**config.mk**
```make
export PLATFORM = sky130hd
export DESIGN_NAME = slkv_ctrl
export DESIGN_NICKNAME = d
export VERILOG_FILES = /design/src/rtl/slkv_pkg.sv /design/src/rtl/slkv_ctrl.sv
export SDC_FILE = /design/constraint.sdc
export NUM_CORES = 1
export LEC_CHECK = 0
export BUFFER_PORTS_ARGS = -buffer_cell sky130_fd_sc_hd__clkbuf_2
export CAP_MARGIN = 30
export CORE_MARGIN = 2
export CORE_UTILIZATION = 55
export CTS_BUF_LIST = sky130_fd_sc_hd__clkbuf_4
export CTS_CLUSTER_DIAMETER = 30
export DETAILED_ROUTE_END_ITERATION = 8
export PLACE_DENSITY_LB_ADDON = 0.12
export SYNTH_ARGS = -nofsm -noshare
export SYNTH_HDL_FRONTEND = slang
export SYNTH_SLANG_ARGS = --single-unit
```
**constraint.sdc**
```tcl
create_clock -name clk -period 3.3 [get_ports clk]
set_input_delay 0.66 -clock clk [delete_from_list [all_inputs] [get_ports clk]]
set_output_delay 0.66 -clock clk [all_outputs]
set_load 0.05 [all_outputs]
```
**src/rtl/slkv_pkg.sv**
```systemverilog
// Shared types and codes of the sorted leaf key/value table.
package slkv_pkg;

    localparam int KEY_W  = 32;
    localparam int CNT_W  = 7;
    localparam int OUT_VW = 32;

    localparam logic [1:0] REQ_INSERT = 2'd0;
    localparam logic [1:0] REQ_LOOKUP = 2'd1;
    localparam logic [1:0] REQ_DUMP   = 2'd2;

    localparam logic [2:0] ST_OK        = 3'd0;
    localparam logic [2:0] ST_FULL      = 3'd1;
    localparam logic [2:0] ST_NOT_FOUND = 3'd2;
    localparam logic [2:0] ST_DUPLICATE = 3'd3;
    localparam logic [2:0] ST_ZERO_KEY  = 3'd4;

    // Commands from the controller to the datapath.
    typedef struct packed {
        logic capture;
        logic compare;
        logic finish;
        logic rotate;
        logic emit_dump;
        logic dump_last;
        logic emit_empty;
    } slkv_cmd_t;

    // Status from the datapath to the controller.
    typedef struct packed {
        logic             out_busy;
        logic [CNT_W-1:0] count;
    } slkv_stat_t;

endpackage

```
**src/rtl/slkv_ctrl.sv**
```systemverilog
// Controller state machine of the sorted leaf key/value table.
module slkv_ctrl #(
    parameter int ENTRIES = 64
) (
    input  logic                   clk,
    input  logic                   rst_n,
    input  logic                   req_valid,
    output logic                   req_ready,
    input  logic [1:0]             req_type,
    input  slkv_pkg::slkv_stat_t   stat,
    output slkv_pkg::slkv_cmd_t    cmd
);
    import slkv_pkg::*;

    typedef enum logic [1:0] {
        S_IDLE,
        S_CMP,
        S_FIN,
        S_DUMP
    } state_t;

    state_t           state_reg;
    state_t           state_next;
    logic [CNT_W-1:0] idx_reg;
    logic [CNT_W-1:0] idx_next;
    logic             idx_at_end;

    assign idx_at_end = (idx_reg == CNT_W'(ENTRIES - 1));

    always_comb
    begin
        state_next = state_reg;
        idx_next   = idx_reg;
        cmd        = '0;
        req_ready  = 1'b0;
        case (state_reg)
            S_IDLE:
            begin
                req_ready = 1'b1;
                if (req_valid)
                begin
                    cmd.capture = 1'b1;
                    case (req_type)
                        REQ_INSERT, REQ_LOOKUP: state_next = S_CMP;
                        REQ_DUMP:
                        begin
                            state_next = S_DUMP;
                            idx_next   = '0;
                        end
                        default: state_next = S_IDLE;
                    endcase
                end
            end
            S_CMP:
            begin
                cmd.compare = 1'b1;
                state_next  = S_FIN;
            end
            S_FIN:
            begin
                if (!stat.out_busy)
                begin
                    cmd.finish = 1'b1;
                    state_next = S_IDLE;
                end
            end
            S_DUMP:
            begin
                if (stat.count == '0)
                begin
                    if (!stat.out_busy)
                    begin
                        cmd.emit_empty = 1'b1;
                        state_next     = S_IDLE;
                    end
                end
                else if (idx_reg < stat.count)
                begin
                    // Slot 0 of the ring holds the pair to report.
                    if (!stat.out_busy)
                    begin
                        cmd.emit_dump = 1'b1;
                        cmd.dump_last = (idx_reg == stat.count - 1'b1);
                        cmd.rotate    = 1'b1;
                        idx_next      = idx_reg + 1'b1;
                        if (idx_at_end)
                        begin
                            state_next = S_IDLE;
                        end
                    end
                end
                else
                begin
                    // Finish the full turn so the ring is back in place.
                    cmd.rotate = 1'b1;
                    idx_next   = idx_reg + 1'b1;
                    if (idx_at_end)
                    begin
                        state_next = S_IDLE;
                    end
                end
            end
            default: state_next = S_IDLE;
        endcase
    end

    always_ff @(posedge clk or negedge rst_n)
    begin
        if (!rst_n)
        begin
            state_reg <= S_IDLE;
            idx_reg   <= '0;
        end
        else
        begin
            state_reg <= state_next;
            idx_reg   <= idx_next;
        end
    end

`ifndef SYNTHESIS
    a_finish_when_free: assert property (@(posedge clk) disable iff (!rst_n)
        cmd.finish |-> !stat.out_busy)
        else $error("result loaded while output register is busy");

    a_dump_emit_rotates: assert property (@(posedge clk) disable iff (!rst_n)
        cmd.emit_dump |-> (cmd.rotate && idx_reg < stat.count))
        else $error("dump beat without ring rotation");
`endif

endmodule

```
[After elaboration in Yosys (flattened, before gate mapping)]
Cells that the tools add are included.
Widths: inputs -> output; s select.
Storage, ports and cells
  bits in registers: 9
  input port bits: 13
  word-level logic and storage cells: 50
  output and inout port bits: 8
Operators by class
  reductions and logical operators: 7
  add/subtract/negate cells: 2
  eq/ne operators: 12
  magnitude comparators: 1
  mux-type cells: 26
Operator list (number)
  $mux 7: 5
  $mux 2: 7
  $pmux 7 s2: 1
  $mux 1: 8
  $pmux 2 s4: 1
  $add 7x1->7 const B: 1
  $eq 7x6->1 const B: 1
  $eq 7x7->1: 1
  $logic_not 7->1: 1
  $lt 7x7->1: 1
  $sub 7x1->7 const B: 1
  $eq 2x2->1 const B: 3
  $mux 3: 2
  $reduce_and 5->1: 1
  $eq 2x1->1 const B: 2
  $logic_not 2->1: 2
  $mux 4: 1
  $ne 2x2->1 const B: 2
  $ne 4x4->1 const B: 1
  $pmux 2 s2: 1
  $ne 3x3->1 const B: 1
  $ne 2x1->1 const B: 1
  $reduce_and 2->1: 1
  $reduce_bool 2->1: 1
  $reduce_or 2->1: 1

[Longest topological paths before layout]
Gate-level depths: netlist (run 1).
  depth after elaboration: 6
  mapped depth: 8
  depth with buffers taken out: 7

[Worst setup path after synthesis (run 1)]
Ideal clock, no wire load.
  path kind: input to output
  start: input stat[4] (netlist name)
  end: output cmd[1] (netlist name)
  required time: 2.640 ns
  path buffers: 0
  arrival: 2.903 ns
  slack: -0.263 ns
  cell stages on the path: 6
  cells stage by stage: inv_1 ha_1 a21oi_1 o211ai_1 or4_1 a2111oi_2
RTL lines
  from (decl): RTL line slkv_ctrl.sv:10  | input slkv_pkg::slkv_stat_t stat,
  to (decl): RTL line slkv_ctrl.sv:11  | output slkv_pkg::slkv_cmd_t cmd

==> results of run 1 <==
[cell families after synthesis]
| kind of cell | after synthesis | share of synthesized area (%) |
|---|---|---|
| AOI/OAI and AO/OA | 27 | 22.0 |
| adders and majority gates | 10 | 13.2 |
| DFF | 9 | 23.8 |
| and+or+nand+nor | 47 | 27.0 |
| xor gates and xnor gates | 6 | 5.56 |
| muxes | 2 | 2.25 |
| buffers and inverters | 15 | 6.22 |
[worst reg2reg max path: cells and delay by family (launching register included)]
family | cells | cell delay [ns]
adders and majority gates | 1 | 0.33
muxes | 1 | 0.28
and+or+nand+nor | 2 | 0.33
AOI/OAI and AO/OA | 2 | 0.79
DFF | 1 | 0.49
[area by class of cell]
class | count | area share [%]
inverter | 12 | 3.92
sequential | 9 | 19.6
clock buffer | 4 | 2.61
timing repair buffer | 27 | 13.5
multi-input combinational | 92 | 58.7
tap | 16 | 1.74
[cell usage in the layout (no fill, tap or decap), types with 6 or more instances in the layout]
cell type / Yosys / routed
buf_4: 0 / 8
clkbuf_2: 0 / 19
dfrtp_1: 9 / 9
ha_1: 10 / 10
inv_1: 12 / 12
nand2_1: 9 / 9
nand3_1: 7 / 7
nor2_1: 10 / 10
nor3_1: 6 / 6
[layer usage]
layer  routed length [um]  up-vias
li1                     -      484
met1                 1050      473
met2                 1180       19
met3                   83        2
met4                    9        0
met5                    0        -
[metrics by stage]
| step | hold WS (ns) | std cells | area (um2) | setup WS [ns] | power, mW |
|---|---|---|---|---|---|
| 2_1_floorplan | 0.364 | 116 | 958 | 0.0838 | 0.578 |
| 3_3_place_gp | 0.526 | 156 | 1120 | 0.0669 | 0.675 |
| 3_5_place_dp | 0.528 | 156 | 1120 | -0.000900 | 0.696 |
| 4_1_cts | 0.238 | 160 | 1150 | 0.0352 | 0.795 |
| 5_1_grt | 0.247 | 160 | 1150 | 0.00704 | 0.865 |
| 6_report | 0.238 | 160 | 1150 | 0.0534 | 0.792 |
[final timing paths]
kind | to | slack [ns] | from | cells past startpoint
min reg2reg | idx_reg[1] | 0.61 | idx_reg[1] | 2
max in group asynchronous | idx_reg[5] | 2.87 | rst_n | 1
max | cmd[1] | 0.05 | stat[6] | 8
max reg2reg | idx_reg[0] | 0.98 | idx_reg[2] | 6
min | state_reg[1] | 0.24 | rst_n | 1
min in group clk | idx_reg[1] | 0.61 | idx_reg[1] | 2
[report_power, final]
part | total (mW) | internal (mW) | switching (mW)
combinational | 0.456 | 0.176 | 0.280
clock | 0.0953 | 0.0549 | 0.0404
sequential | 0.241 | 0.158 | 0.0831
[what timing repair did]
item,in CTS,in global routing
pin swaps,0,0
gates resized for setup,1,1
hold buffers,0,0
setup endpoints to repair,1,1
==> impl_summary.log, run 1 <==
INFO  metric final_design_utilization = 73.8%
INFO  metric synth_ff_type = dfrtp_1
INFO  metric netlist_instances = 116
INFO  metric setup-tns-final = 0 ns
INFO  metric netlist.area_leader.share = 23.8%
INFO  metric post_synth_instance_area = 946 um2
INFO  metric powerDensity = 689 nW/um2
INFO  metric netlist_top_cells_area = dfrtp_1 (24%), ha_1 (13%), inv_1 (4.8%)
INFO  metric buffer_ports.inserted = 20
INFO  metric dr.first_iter.drc_count = 32
INFO  metric die_area = 2070 um2
INFO  metric route.detailed.drc = 0
INFO  metric ys_ff_latch = 9
INFO  metric critical_path_buffers_and_inverters = 3
INFO  metric die-width = 45.5 um
INFO  metric worstSetupPathType = input pin to output pin
INFO  metric critical_path.top_delay_family = simple AND/OR/NAND/NOR gates
INFO  metric grt_pass1_vias = 910
INFO  metric detail_route.first_pass.iterations = 4
INFO  metric grt-ovfl-total = 0
INFO  metric synth_warnings = 0
INFO  metric postSynthAreaPerCell = 8.15 um2
INFO  metric combined_global_route_utilization_of_all_metal_layers = 27.0%
INFO  metric post-synth-top-count-cell = inv_1
INFO  metric min-delay-path-class = input pin to asynchronous set/reset pin
INFO  metric route.antenna.remaining_nets = 0
INFO  metric final_net_count = 168
INFO  metric number_of_antenna_violations_at_the_first_check_in_global_routing = 0
INFO  metric fillCellCount = 113
INFO  metric worstSetupEndpointType = output pin
INFO  metric netlist_top_cells_count = inv_1 (12), ha_1 (10), nor2_1 (10), dfrtp_1 (9), nand2_1 (9)
INFO  metric wirelength = 2.32 mm
INFO  metric num_rows = 14
INFO  metric cts.sink_count = 9
INFO  metric outcome = finished, final reports clean
INFO  metric largest_register_ffs = 7
INFO  metric timing.final.crit_share = 98.4%
INFO  metric worst-endpoint-arrival = 2.59 ns
INFO  metric worst_path_max_delay_cell = or4_1
INFO  metric required = 2.64 ns
INFO  metric grt_max_degree = 10
INFO  metric path_max_fanout = 4
INFO  metric detailed_place_hpwl = 1.94 mm
INFO  metric path_clk_slew = 0.06 ns
INFO  metric post_drt_via_cell_ratio = 6.11
INFO  metric share_of_synthesized_area_occupied_by_flip_flops_and_latches = 23.8%
INFO  metric delay_of_the_slowest_cell_on_the_worst_path = 0.60 ns
INFO  metric post-synth-top-area-cell = dfrtp_1
INFO  metric route.vias.total = 978
INFO  metric max_freq = 308 MHz
INFO  metric finalHoldViolCount = 0
INFO  metric drt-wirelength-per-cell = 14.5 um
INFO  metric grt.met1_usage = 34.2%
INFO  metric synth_enable_flop_cells = 0
INFO  metric critPathLaunchType = input pin
INFO  metric clock-root-buffer = clkbuf_4
INFO  metric multi_input_area = 674 um2
INFO  metric clock_tree_from_tritoncts = built
INFO  metric worst_slew_margin_rel = 69.5%
INFO  metric start_util = 60.7%
INFO  metric cts_setup_buffers = 0
INFO  metric sequential_standard_cell_area = 225 um2
INFO  metric area_delta_synth_final = 21.6%
INFO  metric power_leakage = 0.555 nW
INFO  metric synthDistinctLibCells = 38
INFO  metric drive_above_1_share = 27.8%
INFO  metric synth_async_sr_flop_share = 100%
INFO  metric die_y = 45.5 um
INFO  metric maxCapViolations = 0
INFO  metric postSynthNetCount = 139
INFO  metric core = 1560 um2
INFO  metric finalCriticalPeriod = 3.25 ns
INFO  metric cp_cell_sequence = clkbuf_2 > inv_1 > ha_1 > nand2_1 > a2111oi_2 > or4_1 > a2111oi_4 > buf_4
INFO  metric grt_pass1_wl = 3.97 mm
INFO  metric report.final.slew_viol_count = 0
INFO  metric pin_count = 21
INFO  metric timing.final.setup_violations = 0
INFO  metric gp_routability_congestion = 0.815
INFO  metric most_used_routing_layer = met2
INFO  metric worst_slew_pin_slew = 0.453 ns
INFO  metric globalRouteMet2Util = 45.9%
INFO  metric skew = 0.00348 ns
INFO  metric clkLatencyLatePin = 0.27 ns
INFO  metric cts_max_level = 1
INFO  metric globalRouteMet3Util = 8.33%
INFO  metric rsz0062_at_grt = no
INFO  metric num_antenna_cells = 0
INFO  metric cts-buffers-inserted = 3
INFO  metric vdd.ir_drop.worst = 0.630 mV
INFO  metric cts-root-to-sink-buffers = 2
Power figures use the tool's default switching activity.
==> run 2, diff against run 1 <==
Settings changed: ABC_AREA set to 1.
==> run 2 against run 1 <==
Net effect: die area increased by 8.0%; total power down 19%; sequential cell count unchanged; register-to-register slack improved by 0.67 ns; routed wire length shrank 13%; worst setup slack improved by 0.44 ns; worst hold slack better by 0.0030 ns; clock-buffer cell count unchanged; clock power is 2.2% lower.
==> impl_summary.log, run 2 <==
INFO  metric final_net_count = 201
INFO  metric worstSetupEndpointType = output pin
INFO  metric post-synth-top-area-cell = dfrtp_1
INFO  metric wirelength = 2.03 mm
INFO  metric postSynthAreaPerCell = 6.68 um2
INFO  metric critical_path_buffers_and_inverters = 4
INFO  metric netlist_top_cells_count = nand2_1 (43), nand3_1 (18), nor2_1 (18), inv_1 (17), ha_1 (10)
INFO  metric largest_register_ffs = 7
INFO  metric dr.first_iter.drc_count = 15
INFO  metric start_util = 58.9%
INFO  metric wl_met1 = 917 um
INFO  metric synth_enable_flop_cells = 0
INFO  metric met3WireLength = 51 um
INFO  metric mostFrequentLayoutCell = nand2_1
INFO  metric post-synth-top-count-cell = nand2_1
INFO  metric synth_async_sr_flop_share = 100%
INFO  metric delay_of_the_slowest_cell_on_the_worst_path = 0.30 ns
INFO  metric area_delta_synth_final = 15.5%
INFO  metric powerDensity = 537 nW/um2
INFO  metric ys_ff_latch = 9
INFO  metric clock_tree_from_tritoncts = built
INFO  metric grt_pass1_vias = 834
INFO  metric route.detailed.drc = 0
INFO  metric num_rows = 15
INFO  metric critical_path.top_delay_family = simple AND/OR/NAND/NOR gates
INFO  metric detailed_place_hpwl = 1.70 mm
INFO  metric synthDistinctLibCells = 20
INFO  metric share_of_synthesized_area_occupied_by_flip_flops_and_latches = 21.9%
INFO  metric grt_pass1_wl = 3.31 mm
INFO  metric route.vias.total = 988
INFO  metric worst_slew_margin_rel = 81.3%
INFO  metric path_max_fanout = 2
INFO  metric combined_global_route_utilization_of_all_metal_layers = 20.9%
INFO  metric vdd.ir_drop.worst = 0.431 mV
INFO  metric report.final.slew_viol_count = 0
INFO  metric timing.final.crit_share = 85.2%
INFO  metric num_antenna_cells = 0
INFO  metric number_of_antenna_violations_at_the_first_check_in_global_routing = 0
INFO  metric post_drt_via_cell_ratio = 4.89
INFO  metric cts.sink_count = 9
INFO  metric cts-buffers-inserted = 3
INFO  metric outcome = finished, final reports clean
INFO  metric grt_max_degree = 10
INFO  metric finalHoldViolCount = 0
INFO  metric core = 1750 um2
INFO  metric netlist_instances = 154
INFO  metric timing.final.setup_violations = 0
INFO  metric max_freq = 356 MHz
INFO  metric drt-wirelength-per-cell = 10.0 um
INFO  metric clock-root-buffer = clkbuf_4
INFO  metric commonest_cells_after_routing_fill_and_taps_aside = nand2_1 (43), clkbuf_2 (20), nand3_1 (18)
INFO  metric setup-tns-final = 0 ns
INFO  metric post_cts_resize_count = 0
INFO  metric cts_hold_buf = 0
INFO  metric die_area = 2230 um2
INFO  metric clkLatencyLatePin = 0.26 ns
INFO  metric cp_cell_sequence = clkbuf_2 > inv_1 > ha_1 > nand2_1 > inv_2 > a21oi_1 > nand2_1 > nor3b_4 > nand2_1 > nor2_2 > clkbuf_2
INFO  metric post_synth_instance_area = 1030 um2
INFO  metric netlist.area_leader.share = 21.9%
INFO  metric buffer_ports.inserted = 20
INFO  metric drive_above_1_share = 23.2%
INFO  metric cts_setup_buffers = 0
INFO  metric synth_warnings = 0
INFO  metric met2_length = 1.03 mm
INFO  metric worst_path_max_delay_cell = ha_1
INFO  metric route.antenna.remaining_nets = 0
INFO  metric rsz0062_at_grt = no
INFO  metric grt-ovfl-total = 0
INFO  metric die_y = 47.2 um
INFO  metric worstSetupPathType = input pin to output pin
INFO  metric cts_max_level = 1
INFO  metric pin_count = 21
INFO  metric synth_ff_type = dfrtp_1
INFO  metric maxCapViolations = 0
INFO  metric worst_slew_pin_slew = 0.282 ns
INFO  metric route.top_layer_used = met4
INFO  metric detail_route.first_pass.iterations = 4
INFO  metric worst-endpoint-arrival = 2.15 ns
INFO  metric path_clk_slew = 0.06 ns
INFO  metric power_leakage = 0.654 nW
INFO  metric netlist_top_cells_area = dfrtp_1 (22%), nand2_1 (16%), ha_1 (12%)
INFO  metric most_numerous_cell_on_the_critical_path = nand2_1
INFO  metric required = 2.64 ns
INFO  metric die-width = 47.2 um
INFO  metric critPathLaunchType = input pin
INFO  metric skew = 0.00228 ns
INFO  metric cts-root-to-sink-buffers = 2
INFO  metric final_design_utilization = 68.0%
INFO  metric min-delay-path-class = input pin to asynchronous set/reset pin
INFO  metric gp_routability_congestion = 0.834
INFO  metric finalCriticalPeriod = 2.81 ns
INFO  metric postSynthNetCount = 177
==> run 2: layer usage <==
metal  vias to the layer above  GRT usage (%)
met4                         0           8.33
met2                        20           38.1
met5                         -              0
met1                       442           25.2
li1                        523              -
met3                         3           1.15
==> run 2: final timing paths <==
check	from	cells after the start	to	slack (ns)
setup reg to reg	idx_reg[3]	10	idx_reg[5]	1.65
min in group clk	idx_reg[1]	2	idx_reg[1]	0.58
setup / recovery	stat[6]	11	cmd[1]	0.49
max in group asynchronous	rst_n	1	state_reg[1]	2.87
hold reg to reg	idx_reg[1]	2	idx_reg[1]	0.58
hold / removal	rst_n	1	idx_reg[0]	0.24
==> run 2: cell families (layout without fill, tap and decap cells) <==
group / Yosys count / after routing / synth area share, %
AND/OR/NAND/NOR: 92 / 92 / 42.5
AO/OA/AOI/OAI: 3 / 3 / 1.46
buffers and inverters: 25 / 48 / 9.24
adder cells (fa/ha/maj): 10 / 10 / 12.2
XOR/XNOR: 15 / 15 / 12.8
flip-flops: 9 / 9 / 21.9
==> run 2: through the flow <==
stage	cell area, um2	hold slack (ns)	setup slack (ns)	total power, mW	std cells
finish	1190	0.241	0.489	0.638	202
detailed placement	1160	0.527	0.482	0.549	198
global route	1190	0.258	0.335	0.695	202
floorplan	1030	0.364	0.183	0.467	154
global placement	1160	0.525	0.534	0.541	198
CTS	1190	0.242	0.481	0.646	202
==> run 2: power breakdown <==
group / leakage (nW) / switching, mW / internal [mW]
combinational: 0.514 / 0.248 / 0.113
sequential: 0.121 / 0.0470 / 0.137
clock: 0.0184 / 0.0384 / 0.0548
==> run 2: cell type report <==
type	instances	area, um2
well taps	25	31.3
repair buffers	20	100
flip-flops and latches	9	225
inverters	24	90.1
clock buffers	4	30.0
multi-input cells	120	711
fillers	161	558
==> run 3, diff against run 2 <==
Settings changed: CORE_MARGIN 2 to unset, GPL_TIMING_DRIVEN set to 0, HOLD_SLACK_MARGIN set to 0.12.
==> run 3 against run 2 <==
Net effect: first-iteration DRC count up 33%; critical endpoint unchanged; cell count is 0.50% higher; register-to-register slack got worse by 0.03 ns; highest routed layer unchanged.
==> impl_summary.log, run 3 (synthesis gave the netlist of run 2 again) <==
INFO  metric maxCapViolations = 0
INFO  metric grt_max_degree = 10
INFO  metric combined_global_route_utilization_of_all_metal_layers = 21.8%
INFO  metric cts-root-to-sink-buffers = 2
INFO  metric gp_routability_congestion = 0.843
INFO  metric wirelength = 1.97 mm
INFO  metric required = 2.64 ns
INFO  metric powerDensity = 537 nW/um2
INFO  metric clock_tree_from_tritoncts = built
INFO  metric max_freq = 353 MHz
INFO  metric fillCellCount = 166
INFO  metric post_route_design_area = 1190 um2
INFO  metric number_of_antenna_violations_at_the_first_check_in_global_routing = 0
INFO  metric report.final.slew_viol_count = 0
INFO  metric path_clk_slew = 0.06 ns
INFO  metric area_delta_synth_final = 15.9%
INFO  metric detail_route.first_pass.iterations = 4
INFO  metric timing.hold.ws = 0.248 ns
INFO  metric fin_total_pwr = 640 uW
INFO  metric rsz0062_at_grt = no
INFO  metric skew = 0.00472 ns
INFO  metric cts_max_level = 1
INFO  metric route.detailed.drc = 0
INFO  metric grt_pass1_vias = 793
INFO  metric post_drt_via_cell_ratio = 4.73
INFO  metric clock-root-buffer = clkbuf_4
INFO  metric detailed_place_hpwl = 1.67 mm
INFO  metric buffer_ports.inserted = 20
INFO  metric finalCriticalPeriod = 2.83 ns
INFO  metric critPathLaunchType = input pin
INFO  metric postPlaceCellArea = 1160 um2
INFO  metric outcome = finished, final reports clean
INFO  metric grt_pass1_wl = 3.19 mm
INFO  metric route.vias.total = 960
INFO  metric pin_count = 21
INFO  metric cts-buffers-inserted = 3
INFO  metric worst_slew_margin_rel = 81.4%
INFO  metric cts_setup_buffers = 0
INFO  metric num_antenna_cells = 0
INFO  metric mostFrequentLayoutCell = nand2_1
INFO  metric vdd.ir_drop.worst = 0.372 mV
INFO  metric worstSetupPathType = input pin to output pin
INFO  metric min-delay-path-class = input pin to asynchronous set/reset pin
INFO  metric clkLatencyLatePin = 0.26 ns
INFO  metric die_area = 2050 um2
INFO  metric post_cts_resize_count = 0
INFO  metric route.antenna.remaining_nets = 0
INFO  metric finalHoldViolCount = 0
INFO  metric path_max_fanout = 3
INFO  metric drt-wirelength-per-cell = 9.70 um
INFO  metric worstSetupEndpointType = output pin
INFO  metric die_y = 45.2 um
INFO  metric cts_hold_buf = 0
INFO  metric final_net_count = 202
INFO  metric dr.first_iter.drc_count = 20
INFO  metric num_rows = 15
INFO  metric commonest_cells_after_routing_fill_and_taps_aside = nand2_1 (43), clkbuf_2 (20), nand3_1 (18)
INFO  metric die-width = 45.2 um
INFO  metric drive_above_1_share = 23.6%
INFO  metric start_util = 58.9%
INFO  metric cts.sink_count = 9
INFO  metric worst-endpoint-arrival = 2.17 ns
INFO  metric grt-ovfl-total = 0
INFO  metric timing.final.crit_share = 85.8%
INFO  metric power_leakage = 0.660 nW
INFO  metric r2r_setup_slack = 1.62 ns
INFO  metric timing.final.setup_violations = 0
INFO  metric core = 1750 um2
INFO  metric largest_register_ffs = 7
INFO  metric worst_slew_pin_slew = 0.281 ns
INFO  metric setup-tns-final = 0 ns
## run 3: metrics by stage
stage	cells	utilization (%)	setup WS, ns
finish	203	68.3	0.469
floorplan	154	-	0.183
global route	203	68.3	0.400
CTS	203	68.3	0.471
detailed placement	199	66.6	0.470
global placement	199	66.6	0.509
## run 3: cell type report
type                            count  area (um2)  share of cell area, %
Sequential cell                     9         225                   18.9
Multi-Input combinational cell    120         711                   59.6
Timing Repair Buffer               20         100                   8.39
Tap cell                           25        31.3                   2.62
Inverter                           24        90.1                   7.56
Buffer                              1        5.00                  0.420
Clock buffer                        4        30.0                   2.52
## run 3: path summary, 6_finish.rpt
kind / cells past startpoint / end / start
setup / recovery: 11 / cmd[1] / stat[4]
hold / removal: 1 / state_reg[0] / rst_n
setup reg to reg: 10 / idx_reg[0] / idx_reg[4]
hold reg to reg: 2 / idx_reg[6] / idx_reg[6]
max in group asynchronous: 1 / idx_reg[4] / rst_n
min in group clk: 2 / idx_reg[6] / idx_reg[6]
## run 3: critical path, cell delays in order
cell	delay, ns
clkbuf_2	0.11
inv_1	0.06
ha_1	0.30
nand2_1	0.07
nand2_1	0.05
a21oi_1	0.15
nand2_1	0.11
nor3b_4	0.19
nand2_1	0.09
nor2_2	0.11
clkbuf_2	0.27
## run 3: per-layer routing
metal / GRT usage, % / part of all wire, %
met3: 2.40 / 1.9
met1: 26.8 / 48
met2: 39.1 / 49
met4: 7.88 / 0.71
met5: 0 / 0
## run 3: report_power, final
part / leakage (nW) / switching, mW / internal [mW]
clock: 0.0184 / 0.0369 / 0.0547
combinational: 0.520 / 0.250 / 0.114
sequential: 0.121 / 0.0473 / 0.137
